<file path="src/sv/tset_pkg.sv">
package tset_pkg;

  localparam int NUM_SLIDERS_DEF   = 2;
  localparam int POSITION_BITS_DEF = 15;
  localparam int QUEUE_DEPTH       = 2;

  localparam int POS_W   = 15;
  localparam int AMT_W   = 15;
  localparam int FULL_W  = 15;
  localparam int HALF_W  = 14;
  localparam int WRAP_W  = 2;
  localparam int FLAG_W  = 4;
  localparam int DIR_W   = 2;
  localparam int CFG_W   = 15;
  localparam int CIDX_W  = 2;

  localparam logic [CIDX_W-1:0] REG_WRAP_MASK  = 2'd0;
  localparam logic [CIDX_W-1:0] REG_FULL_RANGE = 2'd1;
  localparam logic [CIDX_W-1:0] REG_HALF_RANGE = 2'd2;

  localparam logic [WRAP_W-1:0] WRAP_RESET = 2'd2;
  localparam logic [FULL_W-1:0] FULL_RESET = 15'd256;
  localparam logic [HALF_W-1:0] HALF_RESET = 14'd128;

  localparam logic [FLAG_W-1:0] EV_PUSHED   = 4'b0001;
  localparam logic [FLAG_W-1:0] EV_RELEASED = 4'b0010;
  localparam logic [FLAG_W-1:0] EV_SLIDE    = 4'b0100;
  localparam logic [FLAG_W-1:0] EV_TOUCH    = 4'b1000;

  localparam logic [DIR_W-1:0] DIR_NONE = 2'd0;
  localparam logic [DIR_W-1:0] DIR_UP   = 2'd1;
  localparam logic [DIR_W-1:0] DIR_DOWN = 2'd2;

  localparam logic REQ_SCAN  = 1'b0;
  localparam logic REQ_CLEAR = 1'b1;

  typedef struct packed {
    logic              clr;
    logic              id;
    logic              id_ok;
    logic [POS_W-1:0]  sample;
    logic [FLAG_W-1:0] mask;
  } cmd_t;

  typedef struct packed {
    logic [WRAP_W-1:0] wrap_mask;
    logic [FULL_W-1:0] full_range;
    logic [HALF_W-1:0] half_range;
  } cfg_t;

endpackage

</file>
<file path="src/sv/tset_front.sv">
module tset_front #(
  parameter int NUM_SLIDERS   = tset_pkg::NUM_SLIDERS_DEF,
  parameter int POSITION_BITS = tset_pkg::POSITION_BITS_DEF
) (
  input  logic                      in_valid,
  output logic                      in_stall,
  input  logic                      in_req_type,
  input  logic                      in_slider_id,
  input  logic [tset_pkg::POS_W-1:0]  in_sample_value,
  input  logic [tset_pkg::FLAG_W-1:0] in_clear_mask,
  input  logic                      q_full,
  output logic                      q_push,
  output tset_pkg::cmd_t            q_cmd
);
  import tset_pkg::*;

  assign in_stall = q_full;
  assign q_push   = in_valid && !q_full;

  always_comb begin
    q_cmd        = '0;
    q_cmd.clr    = (in_req_type == REQ_CLEAR);
    q_cmd.id     = in_slider_id;
    q_cmd.id_ok  = (32'(in_slider_id) < NUM_SLIDERS);
    q_cmd.sample = POS_W'(in_sample_value[POSITION_BITS-1:0]);
    q_cmd.mask   = in_clear_mask;
  end

endmodule

</file>
<file path="src/sv/tset_queue.sv">
module tset_queue (
  input  logic           clk,
  input  logic           rst_n,
  input  logic           push,
  input  tset_pkg::cmd_t push_cmd,
  output logic           full,
  input  logic           pop,
  output logic           head_valid,
  output tset_pkg::cmd_t head_cmd
);
  import tset_pkg::*;

  localparam int PTR_W = (QUEUE_DEPTH > 1) ? $clog2(QUEUE_DEPTH) : 1;
  localparam int CNT_W = $clog2(QUEUE_DEPTH + 1);

  cmd_t             mem_r [QUEUE_DEPTH];
  logic [PTR_W-1:0] wr_ptr_r, wr_ptr_nxt;
  logic [PTR_W-1:0] rd_ptr_r, rd_ptr_nxt;
  logic [CNT_W-1:0] cnt_r, cnt_nxt;

  assign full       = (cnt_r == CNT_W'(QUEUE_DEPTH));
  assign head_valid = (cnt_r != '0);
  assign head_cmd   = mem_r[rd_ptr_r];

  always_comb begin
    wr_ptr_nxt = wr_ptr_r;
    rd_ptr_nxt = rd_ptr_r;
    cnt_nxt    = cnt_r;
    if (push) begin
      wr_ptr_nxt = (wr_ptr_r == PTR_W'(QUEUE_DEPTH - 1)) ? '0 : wr_ptr_r + 1'b1;
    end
    if (pop) begin
      rd_ptr_nxt = (rd_ptr_r == PTR_W'(QUEUE_DEPTH - 1)) ? '0 : rd_ptr_r + 1'b1;
    end
    if (push && !pop) begin
      cnt_nxt = cnt_r + 1'b1;
    end else if (pop && !push) begin
      cnt_nxt = cnt_r - 1'b1;
    end
  end

  always_ff @(posedge clk) begin
    if (!rst_n) begin
      wr_ptr_r <= '0;
      rd_ptr_r <= '0;
      cnt_r    <= '0;
    end else begin
      wr_ptr_r <= wr_ptr_nxt;
      rd_ptr_r <= rd_ptr_nxt;
      cnt_r    <= cnt_nxt;
    end
  end

  always_ff @(posedge clk) begin
    if (push) begin
      mem_r[wr_ptr_r] <= push_cmd;
    end
  end

  a_no_overflow: assert property (@(posedge clk) disable iff (!rst_n)
    push |-> !full)
    else $error("word pushed into full queue");

  a_no_underflow: assert property (@(posedge clk) disable iff (!rst_n)
    pop |-> head_valid)
    else $error("pop from empty queue");

  a_cnt_range: assert property (@(posedge clk) disable iff (!rst_n)
    cnt_r <= CNT_W'(QUEUE_DEPTH))
    else $error("queue count beyond depth");

endmodule

</file>
<file path="src/sv/tset_back.sv">
module tset_back #(
  parameter int NUM_SLIDERS   = tset_pkg::NUM_SLIDERS_DEF,
  parameter int POSITION_BITS = tset_pkg::POSITION_BITS_DEF
) (
  input  logic                        clk,
  input  logic                        rst_n,
  input  tset_pkg::cfg_t              cfg,
  input  logic                        q_valid,
  input  tset_pkg::cmd_t              q_cmd,
  output logic                        q_pop,
  output logic                        out_valid,
  input  logic                        out_stall,
  output logic                        out_slider_id,
  output logic [tset_pkg::FLAG_W-1:0] out_event_flags,
  output logic [tset_pkg::AMT_W-1:0]  out_slide_amount,
  output logic [tset_pkg::DIR_W-1:0]  out_direction,
  output logic [tset_pkg::POS_W-1:0]  out_position
);
  import tset_pkg::*;

  localparam int IDX_W = (NUM_SLIDERS > 1) ? $clog2(NUM_SLIDERS) : 1;
  localparam int PB    = POSITION_BITS;

  logic [PB-1:0]     prev_pos_r [NUM_SLIDERS];
  logic [PB-1:0]     cur_pos_r  [NUM_SLIDERS];
  logic [FLAG_W-1:0] events_r   [NUM_SLIDERS];
  logic [AMT_W-1:0]  amount_r   [NUM_SLIDERS];
  logic [DIR_W-1:0]  dir_r      [NUM_SLIDERS];

  logic              out_valid_r;
  logic              out_id_r;
  logic [FLAG_W-1:0] out_flags_r;
  logic [AMT_W-1:0]  out_amt_r;
  logic [DIR_W-1:0]  out_dir_r;
  logic [POS_W-1:0]  out_pos_r;

  logic [IDX_W-1:0]  idx;
  logic              wrap;
  logic [PB-1:0]     prev, cur;
  logic signed [16:0] d, h, f, a;
  logic [16:0]       a_abs;
  logic              seam;
  logic [PB-1:0]     prev_nxt;
  logic [FLAG_W-1:0] events_nxt;
  logic [AMT_W-1:0]  amount_nxt;
  logic [DIR_W-1:0]  dir_nxt;
  logic              take;

  assign take  = q_valid && (!out_valid_r || !out_stall);
  assign q_pop = take;

  assign idx  = IDX_W'(q_cmd.id);
  assign wrap = cfg.wrap_mask[q_cmd.id];
  assign prev = prev_pos_r[idx];
  assign cur  = q_cmd.sample[PB-1:0];

  always_comb begin
    d     = signed'(17'(prev)) - signed'(17'(cur));
    h     = signed'(17'(cfg.half_range));
    f     = signed'(17'(cfg.full_range));
    seam  = wrap && ((d > h) || (d < -h));
    a     = d;
    if (wrap && (d > h)) begin
      a = d - f;
    end else if (wrap && (d < -h)) begin
      a = d + f;
    end
    a_abs = (a < 0) ? 17'(-a) : 17'(a);

    prev_nxt   = prev;
    events_nxt = events_r[idx];
    amount_nxt = amount_r[idx];
    dir_nxt    = dir_r[idx];
    if (q_cmd.clr) begin
      events_nxt = events_r[idx] & ~q_cmd.mask;
    end else if (prev != cur) begin
      prev_nxt = cur;
      if (prev == '0) begin
        events_nxt = events_r[idx] | EV_PUSHED;
      end else if (cur == '0) begin
        events_nxt = events_r[idx] | EV_RELEASED;
      end else begin
        events_nxt = events_r[idx] | EV_SLIDE;
        amount_nxt = a_abs[AMT_W-1:0];
        if (!seam) begin
          dir_nxt = (prev < cur) ? DIR_UP : DIR_DOWN;
        end
      end
    end else begin
      if (cur != '0) begin
        events_nxt = events_r[idx] | EV_TOUCH;
      end
      dir_nxt = DIR_NONE;
    end
  end

  always_ff @(posedge clk) begin
    if (!rst_n) begin
      for (int i = 0; i < NUM_SLIDERS; i++) begin
        prev_pos_r[i] <= '0;
        cur_pos_r[i]  <= '0;
        events_r[i]   <= '0;
        amount_r[i]   <= '0;
        dir_r[i]      <= DIR_NONE;
      end
    end else if (take && q_cmd.id_ok) begin
      prev_pos_r[idx] <= prev_nxt;
      events_r[idx]   <= events_nxt;
      amount_r[idx]   <= amount_nxt;
      dir_r[idx]      <= dir_nxt;
      if (!q_cmd.clr) begin
        cur_pos_r[idx] <= cur;
      end
    end
  end

  always_ff @(posedge clk) begin
    if (!rst_n) begin
      out_valid_r <= 1'b0;
    end else if (take) begin
      out_valid_r <= 1'b1;
    end else if (!out_stall) begin
      out_valid_r <= 1'b0;
    end
  end

  always_ff @(posedge clk) begin
    if (take) begin
      out_id_r <= q_cmd.id;
      if (q_cmd.id_ok) begin
        out_flags_r <= events_nxt;
        out_amt_r   <= amount_nxt;
        out_dir_r   <= dir_nxt;
        out_pos_r   <= q_cmd.clr ? POS_W'(cur_pos_r[idx]) : POS_W'(cur);
      end else begin
        out_flags_r <= '0;
        out_amt_r   <= '0;
        out_dir_r   <= DIR_NONE;
        out_pos_r   <= '0;
      end
    end
  end

  assign out_valid        = out_valid_r;
  assign out_slider_id    = out_id_r;
  assign out_event_flags  = out_flags_r;
  assign out_slide_amount = out_amt_r;
  assign out_direction    = out_dir_r;
  assign out_position     = out_pos_r;

  a_scan_flags: assert property (@(posedge clk) disable iff (!rst_n)
    (take && q_cmd.id_ok && !q_cmd.clr && q_cmd.sample[PB-1:0] != '0) |=>
      ((out_event_flags & (EV_PUSHED | EV_SLIDE | EV_TOUCH)) != '0))
    else $error("touched scan left no flag set");

  a_clear_mask: assert property (@(posedge clk) disable iff (!rst_n)
    (take && q_cmd.id_ok && q_cmd.clr) |=>
      ((out_event_flags & $past(q_cmd.mask)) == '0))
    else $error("cleared flag still set");

  a_bad_id_zero: assert property (@(posedge clk) disable iff (!rst_n)
    (take && !q_cmd.id_ok) |=>
      (out_event_flags == '0 && out_slide_amount == '0 &&
       out_direction == DIR_NONE && out_position == '0))
    else $error("unknown slider gave nonzero word");

endmodule

</file>
<file path="src/sv/touch_slider_event_tracker_unit.sv">
// Channel   Handshake               Payload
// in        in_valid / in_stall     in_req_type, in_slider_id, in_sample_value, in_clear_mask
// out       out_valid / out_stall   out_slider_id, out_event_flags, out_slide_amount,
//                                   out_direction, out_position
// cfg       cfg_we                  cfg_index, cfg_wdata
//
// One word per cycle sustained while out_stall is low; a result appears in the cycle after
// the back end pops it, after passing the queue stage and then the output register.
// Per-slider state is read, updated and written back in the back-end cycle.
// 2-entry queue decouples input from a stalled output; in_stall rises when it fills.
// Synchronous active-low reset clears slider state, queue and config to defaults.
module touch_slider_event_tracker_unit #(
  parameter int NUM_SLIDERS   = tset_pkg::NUM_SLIDERS_DEF,
  parameter int POSITION_BITS = tset_pkg::POSITION_BITS_DEF
) (
  input  logic                        clk,
  input  logic                        rst_n,
  input  logic                        in_valid,
  output logic                        in_stall,
  input  logic                        in_req_type,
  input  logic                        in_slider_id,
  input  logic [tset_pkg::POS_W-1:0]  in_sample_value,
  input  logic [tset_pkg::FLAG_W-1:0] in_clear_mask,
  output logic                        out_valid,
  input  logic                        out_stall,
  output logic                        out_slider_id,
  output logic [tset_pkg::FLAG_W-1:0] out_event_flags,
  output logic [tset_pkg::AMT_W-1:0]  out_slide_amount,
  output logic [tset_pkg::DIR_W-1:0]  out_direction,
  output logic [tset_pkg::POS_W-1:0]  out_position,
  input  logic                        cfg_we,
  input  logic [tset_pkg::CIDX_W-1:0] cfg_index,
  input  logic [tset_pkg::CFG_W-1:0]  cfg_wdata
);
  import tset_pkg::*;

  cfg_t cfg_r;
  logic q_push, q_full, q_pop, q_valid;
  cmd_t push_cmd, head_cmd;

  always_ff @(posedge clk) begin
    if (!rst_n) begin
      cfg_r.wrap_mask  <= WRAP_RESET;
      cfg_r.full_range <= FULL_RESET;
      cfg_r.half_range <= HALF_RESET;
    end else if (cfg_we) begin
      unique case (cfg_index)
        REG_WRAP_MASK:  cfg_r.wrap_mask  <= cfg_wdata[WRAP_W-1:0];
        REG_FULL_RANGE: cfg_r.full_range <= cfg_wdata[FULL_W-1:0];
        REG_HALF_RANGE: cfg_r.half_range <= cfg_wdata[HALF_W-1:0];
        default: ;
      endcase
    end
  end

  tset_front #(
    .NUM_SLIDERS  (NUM_SLIDERS),
    .POSITION_BITS(POSITION_BITS)
  ) u_front (
    .in_valid       (in_valid),
    .in_stall       (in_stall),
    .in_req_type    (in_req_type),
    .in_slider_id   (in_slider_id),
    .in_sample_value(in_sample_value),
    .in_clear_mask  (in_clear_mask),
    .q_full         (q_full),
    .q_push         (q_push),
    .q_cmd          (push_cmd)
  );

  tset_queue u_queue (
    .clk       (clk),
    .rst_n     (rst_n),
    .push      (q_push),
    .push_cmd  (push_cmd),
    .full      (q_full),
    .pop       (q_pop),
    .head_valid(q_valid),
    .head_cmd  (head_cmd)
  );

  tset_back #(
    .NUM_SLIDERS  (NUM_SLIDERS),
    .POSITION_BITS(POSITION_BITS)
  ) u_back (
    .clk             (clk),
    .rst_n           (rst_n),
    .cfg             (cfg_r),
    .q_valid         (q_valid),
    .q_cmd           (head_cmd),
    .q_pop           (q_pop),
    .out_valid       (out_valid),
    .out_stall       (out_stall),
    .out_slider_id   (out_slider_id),
    .out_event_flags (out_event_flags),
    .out_slide_amount(out_slide_amount),
    .out_direction   (out_direction),
    .out_position    (out_position)
  );

endmodule

</file>
<file path="config.mk">
export PLATFORM = sky130hd
export DESIGN_NAME = touch_slider_event_tracker_unit
export DESIGN_NICKNAME = d
export VERILOG_FILES = /design/src/sv/tset_pkg.sv /design/src/sv/tset_front.sv /design/src/sv/tset_queue.sv /design/src/sv/tset_back.sv /design/src/sv/touch_slider_event_tracker_unit.sv
export SDC_FILE = /design/constraint.sdc
export NUM_CORES = 1
export LEC_CHECK = 0
export BUFFER_PORTS_ARGS = -buffer_cell sky130_fd_sc_hd__buf_2
export CAP_MARGIN = 5
export CORE_MARGIN = 4
export CORE_UTILIZATION = 35
export CTS_CLUSTER_SIZE = 16
export DETAILED_ROUTE_END_ITERATION = 8
export PLACE_DENSITY = 0.59
export SETUP_SLACK_MARGIN = 0.15
export SLEW_MARGIN = 20
export SYNTH_ARGS = -nofsm -noshare
export SYNTH_HDL_FRONTEND = slang
export SYNTH_SLANG_ARGS = --single-unit
</file>
<file path="constraint.sdc">
create_clock -name clk -period 13.9 [get_ports clk]
set_clock_uncertainty 0.05 [all_clocks]
set_input_delay 4.17 -clock clk [delete_from_list [all_inputs] [get_ports clk]]
set_output_delay 4.17 -clock clk [all_outputs]
set_load 0.01 [all_outputs]
</file>
==> flow_metrics.py <==
metrics = {
    "synth": {
        "synth.avg_cell_area_sq_um": 10.3,
        "synth-seq-cells": 218,
        "ys_types": 90,
        "yosysWarnings": 0,
        "synth-main-ff-cell": "edfxtp_1",
        "netlist_instances": 1226,
        "ys_seq_area_frac": 0.488,
        "ys_async_sr_fraction": 0,
        "syn_nets": 1346,
        "synth-edff-count": 181,
        "syn-cell-area_sq_um": 12700,
    },
    "sta": {
        "drv_slew": 0,
        "rsz0062_at_grt": "false",
        "tightest_slew_ps": 988,
        "fin_tns_setup_ps": 0,
        "max-slew-margin-rel": 0.339,
        "fin_crit_sh": 0.568,
        "finalHoldViolCount": 0,
        "period_minus_slack_ps": 7900,
        "setup_viol": 0,
        "clock.fmax_ghz": 0.127,
    },
    "final_layout": {
        "drive_above_1_share": 0.154,
        "final_cells": 1784,
        "postLayoutCellArea_sq_um": 14400,
        "final_cell_mix": "edfxtp_1 (181), nor2_1 (132), nand2_1 (124)",
        "nNetsFinal": 1424,
        "num_antenna_cells": 0,
        "syn2layout_area_growth_pct": 14.1,
        "final_common_cell": "edfxtp_1",
    },
    "placement": {
        "dp_cells": 1738,
        "placed_area_sq_um": 13600,
        "post-dp-hpwl_mm": 23.3,
        "portBuffers": 81,
        "gp_congestion": 0.895,
    },
    "critical_path": {
        "max_stage_delay_ps": 520,
        "cpMaxStageDelayCell": "a311oi_1",
        "crit_required_ps": 14130,
        "endpoint_kind": "flip-flop",
        "criticalPathCategory": "reg2reg",
        "path_max_fanout": 31,
        "crit_arrival_ps": 8130,
        "worst_setup_path_start_kind": "flip-flop",
    },
    "grt": {
        "grt_pass1_wl_mm": 51.0,
        "grt_usage": 0.163,
        "first_global_vias": 9008,
        "grt_max_degree": 45,
        "antenna_found_initial": 0,
        "grt_overflow": 0,
    },
    "power": {
        "peakVddDrop_uv": 134,
        "p_leak_uw": 0.00574,
        "powerDensity_nw_per_um2": 272,
    },
    "route": {
        "viasPerCell": 5.28,
        "m1WireLength_mm": 15.4,
        "met2_length_mm": 15.0,
        "drc": 0,
        "ant_nets": 0,
        "dr.pass1.iters": 5,
        "routedWlPerCell_um": 18.5,
        "num_vias": 9424,
        "drtIter0Drc": 811,
        "highest-signal-layer": "met4",
        "drt-total-wl_mm": 33.0,
        "dr_wl_met3_mm": 1.87,
    },
    "floorplan": {
        "die_h_um": 198,
        "fp.dieW_um": 198,
        "core_area_sq_um": 35700,
        "num_rows": 69,
        "initial_core_util": 0.355,
        "die_area_sq_um": 39300,
        "io_pins": 82,
    },
    "clock_tree": {
        "clock_tree.buffer_depth": 3,
        "cts_setup_buffers": 0,
        "clkSinkCount": 218,
        "cts_tree": "yes",
        "cts_made_buffers": 25,
        "ctsHtreeMaxLevel": 1,
        "cts-root-buf": "clkbuf_16",
        "path_clk_slew_ps": 60,
        "insertion_delay_ps": 550,
        "cts_hold_buf": 0,
        "ctsResizeCount": 0,
    },
    "worst_hold_path": {
        "hp-class": "reg2reg",
    },
    "status": {
        "status": "complete, no violations",
    },
    "run": {
        "cap_violations": 0,
    },
}
## area by class of cell
type | instances | area [sq um]
clock buffer | 41 | 771
inverter | 96 | 360
sequential | 218 | 6180
multi-input combinational | 856 | 5910
timing repair buffer | 107 | 601
tap | 461 | 577
clock inverter | 5 | 42.5
fill | 3474 | 21200
## final timing paths
kind | start | to | slack [ps] | cells after the start
hold / removal | cfg_r[15] | cfg_r[15] | 440 | 2
hold reg to reg | cfg_r[15] | cfg_r[15] | 440 | 2
setup / recovery | flip-flop | u_back.amount_r[1][10] | 6000 | 30
setup reg to reg | flip-flop | u_back.amount_r[1][10] | 6000 | 30
## metal layers
| metal | vias to the layer above | track usage |
|---|---|---|
| met4 | 0 | 0.0344 |
| met5 | - | 0 |
| met3 | 47 | 0.0231 |
| met2 | 268 | 0.260 |
| li1 | 4592 | - |
| met1 | 4517 | 0.238 |
## registers in the layout, indices dropped and copies added (netlist names), 2 cells and up, named ones only
register	count
u_back.out_event_flags	4
cfg_r	31
u_back.events_r	8
u_back.amount_r	30
u_queue.mem_r	42
u_back.prev_pos_r	30
u_back.out_direction	2
u_back.dir_r	4
u_back.out_slide_amount	15
u_back.cur_pos_r	30
u_queue.cnt_r	2
u_back.out_position	15
## Yosys cell counts, types with 22 or more instances
library cell / instances / share of area
mux2i_1: 48 / 0.038
a21oi_1: 69 / 0.027
xnor2_1: 26 / 0.018
nand2_1: 124 / 0.037
o21ai_0: 25 / 0.0099
ha_1: 74 / 0.073
a21boi_0: 30 / 0.018
nor3_1: 23 / 0.0091
inv_1: 94 / 0.028
dfxtp_1: 37 / 0.059
nor2_1: 134 / 0.040
edfxtp_1: 181 / 0.43
clkbuf_1: 47 / 0.014
a211oi_1: 22 / 0.013
## report_power, final
group | internal [uW] | switching [uW] | leakage, uW
clock | 380 | 267 | 0.000399
combinational | 850 | 1470 | 0.00323
sequential | 914 | 41.4 | 0.00211
total | 2140 | 1780 | 0.00574
## worst max-delay path, delay by kind of cell, from the launching register on
family | cells | cell delay (ps)
and+or+nand+nor | 7 | 940
DFF | 1 | 300
buffers and inverters | 6 | 1290
muxes | 3 | 1080
AOI/OAI and AO/OA | 9 | 2740
adders and majority gates | 3 | 820
xor gates and xnor gates | 2 | 360
## kinds of logic after synthesis
group	after synthesis	synth area share
multiplexers	61	0.0495
XOR/XNOR	44	0.0321
AND/OR/NAND/NOR	403	0.150
flip-flops	218	0.488
AO/OA/AOI/OAI	271	0.155
adder cells (fa/ha/maj)	77	0.0779
buffers and inverters	152	0.0474
## metrics by stage
step / util / power (uW) / worst slack, ps / hold WS, ps
3_3_place_gp: 0.382 / 3250 / 6250 / 429
3_5_place_dp: 0.382 / 3280 / 6050 / 441
5_1_grt: 0.405 / 4230 / 5270 / 477
2_1_floorplan: - / 2650 / 5400 / 391
4_1_cts: 0.405 / 3940 / 6000 / 449
6_report: 0.405 / 3920 / 6000 / 442
(Power assumes the default switching activity.)
